$ cat src/design/assert_macros.svh
// assertion helpers, all sampled on clk and disabled while rst is high
`ifndef ASSERT_MACROS_SVH
`define ASSERT_MACROS_SVH

// condition holds at every edge
`define ASSERT_ALWAYS(label, cond) \
  label: assert property (@(posedge clk) disable iff (rst) (cond)) \
    else $error("assertion failed");

// same-cycle implication
`define ASSERT_IMPLIES(label, ante, cons) \
  label: assert property (@(posedge clk) disable iff (rst) (ante) |-> (cons)) \
    else $error("assertion failed");

// next-cycle implication
`define ASSERT_NEXT(label, ante, cons) \
  label: assert property (@(posedge clk) disable iff (rst) (ante) |=> (cons)) \
    else $error("assertion failed");

`endif

$ cat src/design/lfpid_pkg.sv
package lfpid_pkg;

  localparam int FRAC_BITS   = 8;
  localparam int LINE_W      = 7;
  localparam int POS_OUT_W   = FRAC_BITS + 2;
  localparam int DUTY_W      = FRAC_BITS + 1;
  localparam int GAIN_W      = 12;
  localparam int CFG_INDEX_W = 2;
  localparam int CFG_DATA_W  = 12;

  typedef logic [LINE_W-1:0]             line_t;
  typedef logic signed [POS_OUT_W-1:0]   position_t;
  typedef logic [DUTY_W-1:0]             duty_t;
  typedef logic [GAIN_W-1:0]             gain_t;
  typedef logic [CFG_INDEX_W-1:0]        cfg_index_t;

  // register indexes
  localparam cfg_index_t REG_GAIN_P = 2'd0;
  localparam cfg_index_t REG_GAIN_I = 2'd1;
  localparam cfg_index_t REG_GAIN_D = 2'd2;
  localparam cfg_index_t REG_BASE   = 2'd3;

  // register reset values
  localparam gain_t GAIN_P_RESET = 12'd384;
  localparam gain_t GAIN_I_RESET = 12'd0;
  localparam gain_t GAIN_D_RESET = 12'd1920;
  localparam duty_t BASE_RESET   = 9'd102;

  // sensor patterns, bit0 is the leftmost sensor
  localparam line_t LINE_FAR_L_A = 7'h01;
  localparam line_t LINE_FAR_L_B = 7'h03;
  localparam line_t LINE_FAR_L_C = 7'h06;
  localparam line_t LINE_NEAR_L  = 7'h02;
  localparam line_t LINE_HALF_L  = 7'h04;
  localparam line_t LINE_CENTER  = 7'h08;
  localparam line_t LINE_HALF_R  = 7'h10;
  localparam line_t LINE_NEAR_R  = 7'h20;
  localparam line_t LINE_FAR_R_A = 7'h40;
  localparam line_t LINE_FAR_R_B = 7'h30;
  localparam line_t LINE_FAR_R_C = 7'h60;

endpackage

$ cat src/design/lfpid_in_if.sv
interface lfpid_in_if
  import lfpid_pkg::*;
();
  logic  valid;
  logic  ready;
  line_t line_bits;

  modport source (output valid, output line_bits, input ready);
  modport sink (input valid, input line_bits, output ready);
endinterface

$ cat src/design/lfpid_out_if.sv
interface lfpid_out_if
  import lfpid_pkg::*;
();
  logic      valid;
  logic      ready;
  position_t position;
  duty_t     left_duty;
  duty_t     right_duty;
  logic      motor1_reverse;
  logic      motor2_reverse;

  modport source (
    output valid, output position, output left_duty, output right_duty,
    output motor1_reverse, output motor2_reverse, input ready
  );
  modport sink (
    input valid, input position, input left_duty, input right_duty,
    input motor1_reverse, input motor2_reverse, output ready
  );
endinterface

$ cat src/design/line_follow_pid_controller.sv
// Line-follow PID controller.
// sample channel: one 7-bit line sensor item per handshake (valid/ready).
// result channel: decoded position, left/right duty and the two motor
// reverse bits, one result item for every sample item.
// config port: cfg_we, cfg_index and cfg_data write the P, I, D gains and
// the base speed; write them only while no item is in flight.
// A sample goes to the middle stage, its result to the result register.
// Throughput: one item per cycle while the receiver is ready; line decode
// and integral update run in the accept cycle, the three gain multiplies
// and the duty clamp run in the second stage into the result register.
// Reset (synchronous, rst high) restores the default gains and base speed,
// clears the previous position and the integral, and empties both stages.
// When the receiver stalls, the result register holds its item and the
// middle stage keeps one more; sample ready drops only once both are full.
module line_follow_pid_controller
  import lfpid_pkg::*;
#(
  parameter int INTEGRAL_BITS = 24
) (
  input  logic                  clk,
  input  logic                  rst,
  input  logic                  cfg_we,
  input  cfg_index_t            cfg_index,
  input  logic [CFG_DATA_W-1:0] cfg_data,
  lfpid_in_if.sink              sample,
  lfpid_out_if.source           result
);

`include "assert_macros.svh"

  localparam int POS_W = FRAC_BITS + 2;
  localparam int SUM_W = INTEGRAL_BITS + POS_W;
  localparam int ACC_W = INTEGRAL_BITS + POS_W + GAIN_W + 4;

  localparam logic signed [POS_W-1:0] P_ONE  = POS_W'(longint'(1) << FRAC_BITS);
  localparam logic signed [POS_W-1:0] P_HALF = POS_W'(longint'(1) << (FRAC_BITS - 1));
  localparam logic signed [POS_W-1:0] P_NINE =
    POS_W'((9 * (longint'(1) << FRAC_BITS) + 5) / 10);

  localparam logic signed [SUM_W-1:0] INT_MAX =
    SUM_W'((longint'(1) << (INTEGRAL_BITS - 1)) - 1);
  localparam logic signed [SUM_W-1:0] INT_MIN =
    SUM_W'(-(longint'(1) << (INTEGRAL_BITS - 1)));

  localparam logic signed [ACC_W-1:0] DUTY_ONE = ACC_W'(longint'(1) << FRAC_BITS);

  function automatic logic signed [POS_W-1:0] decode_line(
    input line_t                    bits,
    input logic signed [POS_W-1:0] last
  );
    unique case (bits) inside
      LINE_FAR_L_A, LINE_FAR_L_B, LINE_FAR_L_C: return -P_ONE;
      LINE_NEAR_L:                              return -P_NINE;
      LINE_HALF_L:                              return -P_HALF;
      LINE_CENTER:                              return '0;
      LINE_HALF_R:                              return P_HALF;
      LINE_NEAR_R:                              return P_NINE;
      LINE_FAR_R_A, LINE_FAR_R_B, LINE_FAR_R_C: return P_ONE;
      default:                                  return last;
    endcase
  endfunction

  function automatic duty_t clamp_duty(input logic signed [ACC_W-1:0] v);
    logic signed [ACC_W-1:0] c;
    if (v < 0) begin
      c = '0;
    end else if (v > DUTY_ONE) begin
      c = DUTY_ONE;
    end else begin
      c = v;
    end
    return DUTY_W'(c);
  endfunction

  // configuration
  gain_t gain_proportional;
  gain_t gain_integral;
  gain_t gain_derivative;
  duty_t base_speed;

  // controller state
  logic signed [POS_W-1:0]         previous_position;
  logic signed [INTEGRAL_BITS-1:0] integral_sum;

  // middle stage
  logic                            s1_valid;
  logic signed [POS_W-1:0]         s1_pos;
  logic signed [POS_W:0]           s1_delta;
  logic signed [INTEGRAL_BITS-1:0] s1_sum;

  // result register
  logic      out_valid;
  position_t out_position;
  duty_t     out_left;
  duty_t     out_right;
  logic      out_m1;
  logic      out_m2;

  logic accept;
  logic s1_advance;

  logic signed [POS_W-1:0]         pos_next;
  logic signed [SUM_W-1:0]         sum_wide;
  logic signed [INTEGRAL_BITS-1:0] integral_sum_next;

  logic signed [GAIN_W+POS_W:0]           prod_p;
  logic signed [GAIN_W+INTEGRAL_BITS:0]   prod_i;
  logic signed [GAIN_W+POS_W+1:0]         prod_d;
  logic signed [ACC_W-1:0]                acc;
  logic signed [ACC_W-1:0]                power;
  logic signed [ACC_W-1:0]                base_ext;
  logic signed [ACC_W-1:0]                left_speed;
  logic signed [ACC_W-1:0]                right_speed;

  assign s1_advance   = s1_valid && (!out_valid || result.ready);
  assign sample.ready = !s1_valid || s1_advance;
  assign accept       = sample.valid && sample.ready;

  // first stage: decode and saturating integral
  always_comb begin
    pos_next = decode_line(sample.line_bits, previous_position);
    sum_wide = SUM_W'(integral_sum) + SUM_W'(pos_next);
    if (sum_wide > INT_MAX) begin
      integral_sum_next = INTEGRAL_BITS'(INT_MAX);
    end else if (sum_wide < INT_MIN) begin
      integral_sum_next = INTEGRAL_BITS'(INT_MIN);
    end else begin
      integral_sum_next = INTEGRAL_BITS'(sum_wide);
    end
  end

  // second stage: weighted sum and duty
  always_comb begin
    prod_p      = $signed({1'b0, gain_proportional}) * s1_pos;
    prod_i      = $signed({1'b0, gain_integral}) * s1_sum;
    prod_d      = $signed({1'b0, gain_derivative}) * s1_delta;
    acc         = ACC_W'(prod_p) + ACC_W'(prod_i) + ACC_W'(prod_d);
    power       = acc >>> FRAC_BITS;
    base_ext    = ACC_W'($signed({1'b0, base_speed}));
    left_speed  = base_ext - power;
    right_speed = base_ext + power;
  end

  always_ff @(posedge clk) begin
    if (rst) begin
      gain_proportional <= GAIN_P_RESET;
      gain_integral     <= GAIN_I_RESET;
      gain_derivative   <= GAIN_D_RESET;
      base_speed        <= BASE_RESET;
    end else if (cfg_we) begin
      unique case (cfg_index)
        REG_GAIN_P: gain_proportional <= cfg_data;
        REG_GAIN_I: gain_integral     <= cfg_data;
        REG_GAIN_D: gain_derivative   <= cfg_data;
        REG_BASE:   base_speed        <= cfg_data[DUTY_W-1:0];
        default:    ;
      endcase
    end
  end

  always_ff @(posedge clk) begin
    if (rst) begin
      previous_position <= '0;
      integral_sum      <= '0;
      s1_valid          <= 1'b0;
      out_valid         <= 1'b0;
    end else begin
      if (accept) begin
        previous_position <= pos_next;
        integral_sum      <= integral_sum_next;
        s1_valid          <= 1'b1;
      end else if (s1_advance) begin
        s1_valid <= 1'b0;
      end
      if (s1_advance) begin
        out_valid <= 1'b1;
      end else if (result.ready) begin
        out_valid <= 1'b0;
      end
    end
  end

  always_ff @(posedge clk) begin
    if (accept) begin
      s1_pos   <= pos_next;
      s1_delta <= (POS_W+1)'(pos_next) - (POS_W+1)'(previous_position);
      s1_sum   <= integral_sum_next;
    end
    if (s1_advance) begin
      out_position <= POS_OUT_W'(s1_pos);
      out_left     <= clamp_duty(left_speed);
      out_right    <= clamp_duty(right_speed);
      out_m1       <= left_speed < right_speed;
      out_m2       <= left_speed > right_speed;
    end
  end

  assign result.valid          = out_valid;
  assign result.position       = out_position;
  assign result.left_duty      = out_left;
  assign result.right_duty     = out_right;
  assign result.motor1_reverse = out_m1;
  assign result.motor2_reverse = out_m2;

  `ASSERT_IMPLIES(a_no_overwrite, accept && s1_valid, s1_advance)
  `ASSERT_NEXT(a_state_tracks_stage, accept, previous_position == s1_pos)
  `ASSERT_NEXT(a_stage_holds, s1_valid && !s1_advance, s1_valid)
  `ASSERT_ALWAYS(a_reverse_exclusive, !(out_valid && out_m1 && out_m2))
  `ASSERT_IMPLIES(a_reverse_on_skew, out_valid && (out_left != out_right),
                  out_m1 || out_m2)

endmodule

$ cat src/flat_wrapper.sv
// flat-port wrapper written by rule: the top's interface ports become plain ports
module line_follow_pid_controller_flat import lfpid_pkg::*;
#(
  parameter int INTEGRAL_BITS = 24
)
  (clk, rst, cfg_we, cfg_index, cfg_data, sample_valid, sample_line_bits, sample_ready, result_valid, result_position, result_left_duty, result_right_duty, result_motor1_reverse, result_motor2_reverse, result_ready);
  lfpid_in_if sample_i ();
  lfpid_out_if result_i ();
  input  logic clk;
  input  logic rst;
  input  logic cfg_we;
  input  cfg_index_t cfg_index;
  input  logic [CFG_DATA_W-1:0] cfg_data;
  input wire logic [$bits(sample_i.valid)-1:0] sample_valid;
  input wire logic [$bits(sample_i.line_bits)-1:0] sample_line_bits;
  output wire logic [$bits(sample_i.ready)-1:0] sample_ready;
  output wire logic [$bits(result_i.valid)-1:0] result_valid;
  output wire logic [$bits(result_i.position)-1:0] result_position;
  output wire logic [$bits(result_i.left_duty)-1:0] result_left_duty;
  output wire logic [$bits(result_i.right_duty)-1:0] result_right_duty;
  output wire logic [$bits(result_i.motor1_reverse)-1:0] result_motor1_reverse;
  output wire logic [$bits(result_i.motor2_reverse)-1:0] result_motor2_reverse;
  input wire logic [$bits(result_i.ready)-1:0] result_ready;
  assign sample_i.valid = sample_valid;
  assign sample_i.line_bits = sample_line_bits;
  assign sample_ready = sample_i.ready;
  assign result_valid = result_i.valid;
  assign result_position = result_i.position;
  assign result_left_duty = result_i.left_duty;
  assign result_right_duty = result_i.right_duty;
  assign result_motor1_reverse = result_i.motor1_reverse;
  assign result_motor2_reverse = result_i.motor2_reverse;
  assign result_i.ready = result_ready;
  line_follow_pid_controller #(.INTEGRAL_BITS(INTEGRAL_BITS)) u_core (.clk(clk), .rst(rst), .cfg_we(cfg_we), .cfg_index(cfg_index), .cfg_data(cfg_data), .sample(sample_i), .result(result_i));
endmodule
$ cat config.mk
export PLATFORM = sky130hd
export DESIGN_NAME = line_follow_pid_controller_flat
export DESIGN_NICKNAME = d
export VERILOG_FILES = /design/src/design/lfpid_pkg.sv /design/src/design/lfpid_in_if.sv /design/src/design/lfpid_out_if.sv /design/src/design/line_follow_pid_controller.sv /design/src/flat_wrapper.sv
export VERILOG_INCLUDE_DIRS = /design/src /design/src/design
export SDC_FILE = /design/constraint.sdc
export NUM_CORES = 2
export LEC_CHECK = 0
export ABC_AREA = 1
export BUFFER_PORTS_ARGS = -buffer_cell sky130_fd_sc_hd__buf_2
export CAP_MARGIN = 20
export CORE_ASPECT_RATIO = 0.6
export CORE_UTILIZATION = 40
export CTS_CLUSTER_SIZE = 10
export DETAILED_ROUTE_END_ITERATION = 8
export SLEW_MARGIN = 20
export SYNTH_ARGS = -nofsm -noshare
export SYNTH_HDL_FRONTEND = slang
export SYNTH_SLANG_ARGS = --single-unit
$ cat constraint.sdc
create_clock -name clk -period 28.1 [get_ports clk]
set_input_delay 2.81 -clock clk [delete_from_list [all_inputs] [get_ports clk]]
set_output_delay 2.81 -clock clk [all_outputs]
set_load 0.01 [all_outputs]
==> run_results.csv <==
group,metric,value,unit
synthesis,synthFlopType,"dfxtp_1",
cts,clock_latency,0.50,ns
critical_path,path_delay_family,"adder cells",
sta,hold_violations,0,
synthesis,synthDistinctLibCells,51,
finish,area_growth,5.924,%
critical_path,crit_fanout,18,
sta,relSlewSlack,0.3049,
sta,slew_viol_final,0,
drt,drt_iter0_drc,2321,
drt,drt-pass1-iter-count,5,
floorplan,fp.dieArea,80910,um2
cts,clk_pin_slew,0.08,ns
finish,antenna_cells,0,
synthesis,syn_avg_cell_area,7.708,um2
finish,fillers,8020,
finish,final_layout_size_suffix_gt1_frac,0.05149,
floorplan,placeableCoreArea,78190,um2
drt,vias_per_cell,4.868,
placed_design,gp_congestion,0.9639,
sta,fmax,90.47,MHz
sta,min_period,11.05,ns
sta,fin_crit_sh,0.3934,
critical_path,max_stage_delay,0.79,ns
floorplan,fp-row-count,79,
synthesis,synth_enable_flop_cells,75,
floorplan,die_w,366.5,um
synthesis,syn_area,31890,um2
synthesis,synth_area_leaders,"fa_1, inv_1, ha_1",
drt,wl_per_cell,17.54,um
grt,grt_pass1_vias,25520,
cts,post_cts_buffers,0,
critical_path,arrival,11.29,ns
drt,vias,25170,
synthesis,async_flop_share,0,
placed_design,io_buffers,57,
min_path,hold-path-cell-count,2,
drt,dr_wl_met3,8551,um
job,drv_cap,0,
drt,wirelength,90690,um
synthesis,synth_seq_cells,156,
sta,setup_viol,0,
cts,cts.htree.levels,4,
critical_path,startpoint_type,"flop",
sta,skew,0.01701,ns
drt,dr_wl_met2,34430,um
synthesis,syn_nets,5007,
floorplan,ios,58,
drt,met1_length,46500,um
drt,drcViolationCount,0,
placed_design,placed_cells,5138,
cts,cts_resized,0,
cts,clock-sinks,156,
synthesis,netlist.area_leader.share,0.3427,
placed_design,dp_hpwl,77900,um
synthesis,ys_seq_area_frac,0.1215,
cts,cts_tree,"built",
min_path,hp-class,"reg2reg",
cts,cts_buffer_depth,2,
sta,tightest_slew,1.042,ns
synthesis,syn-instance-count,4138,
critical_path,cpMaxStageDelayCell,"edfxtp_1",
sta,rsz0062_at_grt,"no",
cts,clockRootBuffer,"clkbuf_16",
grt,antenna_found_initial,2,
critical_path,crit_required,28.34,ns
drt,highest_layer,"met5",
floorplan,die_h,220.7,um
critical_path,cp.buffers_inverters,12,
grt,grt_remaining_overflow,0,
synthesis,synth_top_area_cell,"fa_1",
synthesis,yosysWarnings,0,
critical_path,crit_cells,47,
grt,grt_pass1_wl,146600,um
critical_path,cp-end-kind,"flop",
drt,ant_nets,0,
critical_path,critical_path_class,"reg2reg",
cts,cts_hold_buf,0,
sta,tns,0,ns
critical_path,reg2regPathDepth,47,
status,status,"finished clean",
grt,grt_max_degree,52,
floorplan,initial_core_util,0.4079,
finish,fin_nets,4973,
grt,gr-usage-all-layers,0.2358,
finish,fin_cells,5170,
cts,cts_buffers,17,
==> per-stage QoR <==
step | hold WS [ns] | utilization | cell area, um2 | setup slack [ns]
floorplan | 0.4270 | - | 31890 | 18.51
global placement | 0.4538 | 0.4245 | 33190 | 17.24
detailed placement | 0.4635 | 0.4245 | 33190 | 17.09
CTS | 0.4748 | 0.4321 | 33780 | 17.06
global route | 0.4997 | 0.4321 | 33780 | 16.17
finish | 0.4736 | 0.4321 | 33780 | 17.05
==> sequential cells by signal, indices dropped and copies added (netlist names) <==
| name | flops |
|---|---|
| u_core.result.valid | 1 |
| u_core.base_speed | 9 |
| u_core.gain_integral | 12 |
| u_core.s1_delta | 11 |
| u_core.s1_sum | 24 |
| u_core.previous_position | 10 |
| u_core.result.motor2_reverse | 1 |
| u_core.result.position | 10 |
| u_core.integral_sum | 24 |
| u_core.gain_derivative | 12 |
| u_core.s1_pos | 10 |
| u_core.s1_valid | 1 |
| u_core.gain_proportional | 12 |
| u_core.result.right_duty | 9 |
| u_core.result.left_duty | 9 |
| u_core.result.motor1_reverse | 1 |
==> cell type report <==
class / count / area (um2) / area share
clock inverters: 12 / 123.9 / 0.003667
clock buffers: 20 / 467.9 / 0.01385
repair buffers: 80 / 457.9 / 0.01356
multi-input cells: 2677 / 23140 / 0.6850
well taps: 1053 / 1318 / 0.03900
flip-flops and latches: 156 / 3875 / 0.1147
inverters: 1172 / 4399 / 0.1302
==> final timing paths <==
path / startpoint / end / slack, ns
worst max-delay path: u_core.s1_pos[9] / u_core.result.motor2_reverse / 17.05
worst min-delay path: u_core.previous_position[8] / u_core.previous_position[8] / 0.47
worst max register to register: u_core.s1_pos[9] / u_core.result.motor2_reverse / 17.05
worst min register to register: u_core.previous_position[8] / u_core.previous_position[8] / 0.47
==> Yosys cell counts, types with 13 or more instances <==
cell type  number
nand2_1       927
o21ai_1        13
inv_1        1156
fa_1          546
inv_2          13
ha_1          297
clkbuf_1      133
nor4_1         14
o21bai_1       13
nor2_2         19
edfxtp_1       75
nand3_1       105
dfxtp_1        81
nand2_2        21
o21ai_0       121
nor2_1        277
xor2_1         58
xnor2_1        32
a21oi_1       103
nor3_1         18
nand4_1        34
==> worst reg2reg max path, delay by kind of cell (launching register included) <==
family	cells	cell delay (ns)
flip-flops	1	0.79
XOR/XNOR	1	0.20
buffers and inverters	12	0.98
AND/OR/NAND/NOR	19	2.43
AO/OA/AOI/OAI	4	1.22
adder cells (fa/ha/maj)	11	5.18
==> cell families (layout without fill, tap and decap cells) <==
kind of cell    Yosys count  in the layout  synth area share
flops                   156            156            0.1215
buf+inv                1305           1284            0.1536
compound gates          288            288           0.04966
xor+xnor                 91             91           0.02522
fa+ha+maj               843            843            0.4592
simple gates           1455           1455            0.1909
==> cells in the final DEF (no fill, tap or decap), drive strengths merged <==
cell,n
o211ai,1
ha,297
nor2,302
nor3,24
a22oi,2
a221oi,3
xor2,59
o2111ai,1
nand2,951
dfxtp,81
o31ai,2
and2,1
a21oi,105
buf,80
a2111oi,1
a31oi,8
a21o,10
a211oi,3
o221ai,1
xnor2,32
clkbuf,20
inv,1177
nor4,15
o21bai,15
fa,546
edfxtp,75
nand3b,2
nand3,113
or2,10
nand4,37
bufinv,1
o21ai,134
clkinv,5
a21boi,2
clkinvlp,1
==> per-layer routing <==
| metal | up-vias | GRT usage |
|---|---|---|
| li1 | 12030 | - |
| met1 | 12130 | 0.3724 |
| met2 | 945 | 0.3258 |
| met3 | 65 | 0.04948 |
| met4 | 2 | 0.04435 |
| met5 | - | 0 |
Power is not shown: default switching activity piles up to over one toggle a cycle in this logic, so the estimate is an artifact.
